==> config.mk <==
export PLATFORM = sky130hd
export DESIGN_NAME = tun_queue
export DESIGN_NICKNAME = d
export VERILOG_FILES = /design/src/sv/tun_pkg.sv /design/src/sv/tun_queue.sv
export SDC_FILE = /design/constraint.sdc
export NUM_CORES = 1
export LEC_CHECK = 0
export BUFFER_PORTS_ARGS = -buffer_cell sky130_fd_sc_hd__buf_2
export CAP_MARGIN = 20
export CORE_MARGIN = 1
export CORE_UTILIZATION = 55
export DETAILED_ROUTE_END_ITERATION = 8
export PLACE_DENSITY_LB_ADDON = 0.1
export SKIP_CTS_REPAIR_TIMING = 1
export SLEW_MARGIN = 40
export SYNTH_ARGS = -nofsm -noshare
export SYNTH_HDL_FRONTEND = slang
export SYNTH_SLANG_ARGS = --single-unit
==> constraint.sdc <==
create_clock -name clk -period 2.4 [get_ports clk]
set_clock_uncertainty 0.2 [all_clocks]
set_input_delay 0 -clock clk [delete_from_list [all_inputs] [get_ports clk]]
set_output_delay 0 -clock clk [all_outputs]
set_load 0.005 [all_outputs]
==> src/sv/tun_pkg.sv <==
// ============================================================================
// tun_pkg
// Shared constants and types for the triangle unit normal block.
// ============================================================================
package tun_pkg;

  // Number of vector components.
  localparam int LANES  = 3;
  // Width of a cross-product magnitude after normalization, below 2^30.
  localparam int NORM_W = 30;
  // Group width used by the leading-one search.
  localparam int GRP_W  = 8;
  // Depth of the queue between the front and back parts.
  localparam int QDEPTH = 4;

  // Per-item sideband carried along the back pipeline.
  typedef struct packed {
    logic [LANES-1:0][NORM_W-1:0] mag;
    logic [LANES-1:0]             neg;
    logic                         deg;
  } side_t;

endpackage

==> src/sv/tun_queue.sv <==
// ============================================================================
// tun_queue
// Short register queue that decouples the front and back parts.
// ============================================================================
module tun_queue #(
  parameter int W = 8
) (
  input  logic         clk,
  input  logic         rst,
  input  logic         in_valid,
  output logic         in_ready,
  input  logic [W-1:0] in_data,
  output logic         out_valid,
  input  logic         out_ready,
  output logic [W-1:0] out_data
);
  import tun_pkg::*;

  localparam int AW = $clog2(QDEPTH);

  logic [W-1:0] mem [QDEPTH];
  logic [AW-1:0] wp, rp;
  logic [AW:0]   count;
  logic          push, pop;

  assign in_ready  = count != (AW+1)'(QDEPTH);
  assign out_valid = count != '0;
  assign push      = in_valid && in_ready;
  assign pop       = out_valid && out_ready;
  assign out_data  = mem[rp];

  always_ff @(posedge clk) begin
    if (rst) begin
      wp    <= '0;
      rp    <= '0;
      count <= '0;
    end else begin
      if (push) wp <= wp + 1'b1;
      if (pop) rp <= rp + 1'b1;
      if (push && !pop) count <= count + 1'b1;
      else if (pop && !push) count <= count - 1'b1;
    end
  end

  always_ff @(posedge clk) begin
    if (push) mem[wp] <= in_data;
  end

`ifndef SYNTH
  a_cnt_max: assert property (@(posedge clk) disable iff (rst)
    count <= (AW+1)'(QDEPTH)) else $error("queue count above depth");
  a_cnt_up: assert property (@(posedge clk) disable iff (rst)
    push && !pop |=> count == $past(count) + 1'b1) else $error("queue count lost a push");
  a_cnt_dn: assert property (@(posedge clk) disable iff (rst)
    pop && !push |=> count == $past(count) - 1'b1) else $error("queue count lost a pop");
`endif

endmodule

## Yosys cells after proc, flatten, opt, wreduce, memory -nomap -nowiden

Memory sizes are Yosys's and may differ from the RTL's. A register that Yosys moved wholly into a read port is not among the register bits.
Index checks and enable logic that the tools add are counted.

| storage, ports and cells | value |
|---|---|
| input port bits | 12 |
| bits in latches | 0 |
| memories kept | 1 |
| memory bits (writable) | 32 |
| ROM bits | 0 |
| register bits after elaboration | 7 |

| cells by class | value |
|---|---|
| muxes and demuxes | 6 |
| equal/unequal tests | 1 |
| bitwise operators | 0 |
| multiply operators | 0 |
| shifts and indexed selects | 0 |
| reduce and logical (&&, ||, !) cells | 8 |
| div/mod/pow operators | 0 |
| order comparisons | 0 |
| add/subtract/negate cells | 4 |

Memory list:

| name | words | width | read ports | clocked after Yosys merged registers in | write ports | line | source |
|---|---|---|---|---|---|---|---|
| mem | 4 | 8 | 1 | 1 | 1 | tun_queue.sv:21 | `logic [W-1:0] mem [QDEPTH];` |

Operators by type and width:

| cell | number |
|---|---|
| 3-bit two-way mux | 2 |
| 2-bit by 1-bit adder with 2-bit output (second input constant) | 2 |
| 1-bit logical AND | 4 |
| 2-bit two-way mux | 2 |
| 3-bit by 1-bit adder with 3-bit output (second input constant) | 1 |
| 3-bit inequality test (second input constant) | 1 |
| 3-bit nonzero test | 1 |
| 3-bit by 1-bit subtractor with 3-bit output (second input constant) | 1 |
| 1-bit logical NOT | 2 |
| 1-bit two-way mux | 2 |
| 2-bit nonzero test | 1 |

## Depth between registers and ports, before layout

| logic depth | value |
|---|---|
| depth after elaboration | 6 |
| gate-level depth with buffers | 8 |
| gate-level depth less buffers | 8 |

## Least setup slack after synthesis

OpenSTA, ideal clock, no wires.

| timing path | value |
|---|---|
| path kind | register to register |
| start point | reg count[0] |
| end point | reg count[2] |
| required time | 2.130 ns |
| clock period less this slack | 2.190 ns |
| stages on the path, launching flop included | 9 |
| setup slack | 0.210 ns |
| arrival time | 1.920 ns |
| cell sequence | dfxtp_1 > nor2_2 > a21boi_4 > ha_1 > inv_1 > fa_1 > xor2_1 > or3_1 > a21oi_1 |

| on the way | value |
|---|---|
| cells in the longest elaborated chain, start to end | 5 |

RTL lines:

| element | line | source |
|---|---|---|
| from (decl) | tun_queue.sv:23 | `logic [AW:0] count;` |
| from (signal assigned) | tun_queue.sv:40 | `if (push && !pop) count <= count + 1'b1;` |
| from (signal assigned) | tun_queue.sv:41 | `else if (pop && !push) count <= count - 1'b1;` |
| 3-bit inequality test (*) | tun_queue.sv:26 | `assign in_ready = count != (AW+1)'(QDEPTH);` |
| 1-bit logical AND (*) | tun_queue.sv:28 | `assign push = in_valid && in_ready;` |
| named net push | tun_queue.sv:24 | `logic push, pop;` |
| 1-bit logical NOT | tun_queue.sv:41 |  |
| 1-bit logical AND | tun_queue.sv:41 |  |
| 2-bit nonzero test (no line) | n/a |  |

The timed path passes the listed nets; every way through them passes the cells marked *. The select of a mux whose other input is x is not followed.
A chain may end at the register's enable or synchronous reset.

## Worst setup path after layout

| timing path | value |
|---|---|
| start point | reg count[1] |
| end point | reg count[2] |

| on the way | value |
|---|---|
| cells in the longest elaborated chain, start to end | 5 |

RTL lines:

| element |
|---|
| parallel branches: the longest is 5 deep, another holds 3-bit by 1-bit subtractor with 3-bit output |

Parallel ways; which one is timed is not known. The select of a mux whose other input is x is not followed.

==> impl_metrics.yaml <==
status:
  status: "completed"
synth:
  netlist_top_cells_area: "edfxtp_1 59%, dfxtp_1 11%, mux4_2 11%"
  synth_edf_count: 32
  mappedNetlistArea_mm2: 0.00164
  syn-num-nets: 108
  synth_top_area_frac: 0.587
  synth_seq_area_share: 0.697
  synth.yosys.warnings: 0
  synth_commonest_cells: "32 x edfxtp_1, 9 x dfxtp_1, 8 x mux4_2, 7 x nor2_1, 5 x ha_1"
  synth_seq_cells: 41
  netlist_instances: 90
  post-synth-top-area-cell: "edfxtp_1"
  post_synth.cell_area_avg_um2: 18.2
  ys.flop_type: "edfxtp_1"
  postSynth.asyncResetShare: 0
  most_numerous_cell_in_the_yosys_netlist: "edfxtp_1"
  synth_cell_types: 23
timing:
  report.final.setup_viol: 0
  timing.slew.headroom: 0.637
  setup_tns_ps: 0
  max_freq_ghz: 0.448
  whs_ps: 217
  finalHoldViolations: 0
  report.final.slew_viol_count: 0
  timing.final.crit_share: 0.931
  worstMarginPinSlew_ps: 544
  rsz0062_at_grt: "false"
  post-route-min-period_ps: 2230
critical_path:
  timing.critical_path.from_type: "flip-flop"
  critical_path_required_ps: 2460
  crit_path_max_fanout: 6
  worstPathArrival_ps: 2300
  r2r_cells: 7
  critPathKind: "flip-flop to flip-flop"
  crit_path_end_kind: "flip-flop"
power_and_ir_drop:
  fin_total_pwr_mw: 1.75
  static-leakage-power_nw: 0.718
  p_per_area_mw_per_mm2: 903
  vdd_ir_drop_max_mv: 0.724
detailed_routing:
  drt_iter0_drc: 21
  ant_nets: 0
  metal3_wl_um: 89
  viasPerCell: 5.36
  totalWireLength_mm: 2.39
  met2_wirelength_mm: 1.22
  drt_drc_violations_left: 0
  met1_length_mm: 1.03
  top_signal_layer_used: "met4"
  drt_pass1_iterations: 4
  via_count: 852
  routedWlPerCell_um: 15.0
cts:
  cts_htree_levels: 2
  reg_clk_slew_reported_paths_ps: 110
  cts_buffer_count: 5
  clock-root-buffer: "clkbuf_4"
  cts_tree: "built"
  clk_path_buf_depth: 2
  cts_sinks: 41
  worst_skew_pair.late_latency_ps: 330
cells_and_area:
  layout-area-overhead-vs-synth_pct: 18.2
  final_area_mm2: 0.00194
  area.sequential_mm2: 0.00114
  multi_input_comb_area_um2: 470
  finish.net_count: 145
  final.fill_count: 199
  finalNonFillerCells: 159
  drive_above_1_share: 0.328
  antenna-diode-count: 0
placed_design:
  place_inst: 140
  port-buffer-count: 21
  routabilityCongestion: 0.652
  dpl_cell_area_mm2: 0.00177
  dp_hpwl_mm: 1.62
global_route:
  largest_net_degree_at_the_start_of_global_routing: 13
  grt_first_pass_wirelength_mm: 3.75
  antenna_found_initial: 0
  globalRouteOverflowTotal: 0
  first_global_vias: 832
  track_usage: 0.164
die:
  effective_utilization_at_floorplan: 0.589
  i_o_pins: 22
  num_rows: 19
  die_h_um: 56.6
  die_width_um: 56.6
  die-area_mm2: 0.00320
  coreArea_mm2: 0.00278
min_path:
  min_path_cells: 2
  hold_path_class: "primary input to flip-flop"
job:
  timing.max_cap.violations: 0
[cell families (layout without fill, tap and decap cells)]
group	count (synthesis)	count (layout)	share of synthesized area
simple gates	17	17	0.0535
fa+ha+maj	6	6	0.0504
xor+xnor	4	4	0.0214
buf+inv	6	44	0.0160
mux	11	11	0.131
compound gates	5	5	0.0306
flops	41	41	0.697
[layout make-up]
class,count,share of cell area
clock buffer,6,0.0213
clock inverter,2,0.00517
inverter,3,0.00582
multi-input combinational,43,0.243
sequential,41,0.590
tap,31,0.0200
timing repair buffer,33,0.115
[placed cells by master, fill, tap and decap left out, types with 2 or more instances in the layout]
master / instances
dlygate4sd3_1: 11
clkinv_2: 2
inv_1: 3
clkbuf_4: 5
xor2_1: 4
edfxtp_1: 32
mux4_2: 8
nor2_1: 7
buf_2: 21
nand2b_1: 2
ha_1: 5
mux2i_1: 2
dfxtp_1: 9
and2_1: 4
[worst max-delay path, stage by stage (launching register included)]
cell	delay, ps
dfxtp_1	390
o31ai_2	340
ha_1	230
inv_1	60
fa_1	370
xor2_1	160
or3_1	300
a21oi_1	130
[worst paths after layout]
| path | start | endpoint | slack (ps) |
|---|---|---|---|
| min reg2reg | wp[1] | wp[1] | 330 |
| max | count[1] | count[2] | 170 |
| min | in_data[5] | mem[2][5] | 220 |
| max reg2reg | count[1] | count[2] | 170 |
[sequential cells by signal (all words and copies together), names as in the netlist, named ones only]
name and cells:
wp 2, count 3, rp 2, mem 32
[metal layers]
layer | global-route usage | vias up
met5 | 0 | -
met4 | 0.0941 | 0
met3 | 0.0461 | 5
met2 | 0.272 | 19
met1 | 0.191 | 415
li1 | - | 413
[stage by stage]
stage / util / setup slack (ps)
after floorplan: - / 210
after global placement: 0.638 / 234
after detailed placement: 0.638 / 172
after CTS: 0.656 / 136
after global routing: 0.696 / 30.6
final: 0.696 / 166
[power breakdown]
group          switching (mW)  internal (mW)
clock network           0.202          0.112
registers               0.105          0.872
logic                   0.186          0.269
total                   0.494           1.25
No activity file was read; power rests on OpenSTA's default activity.
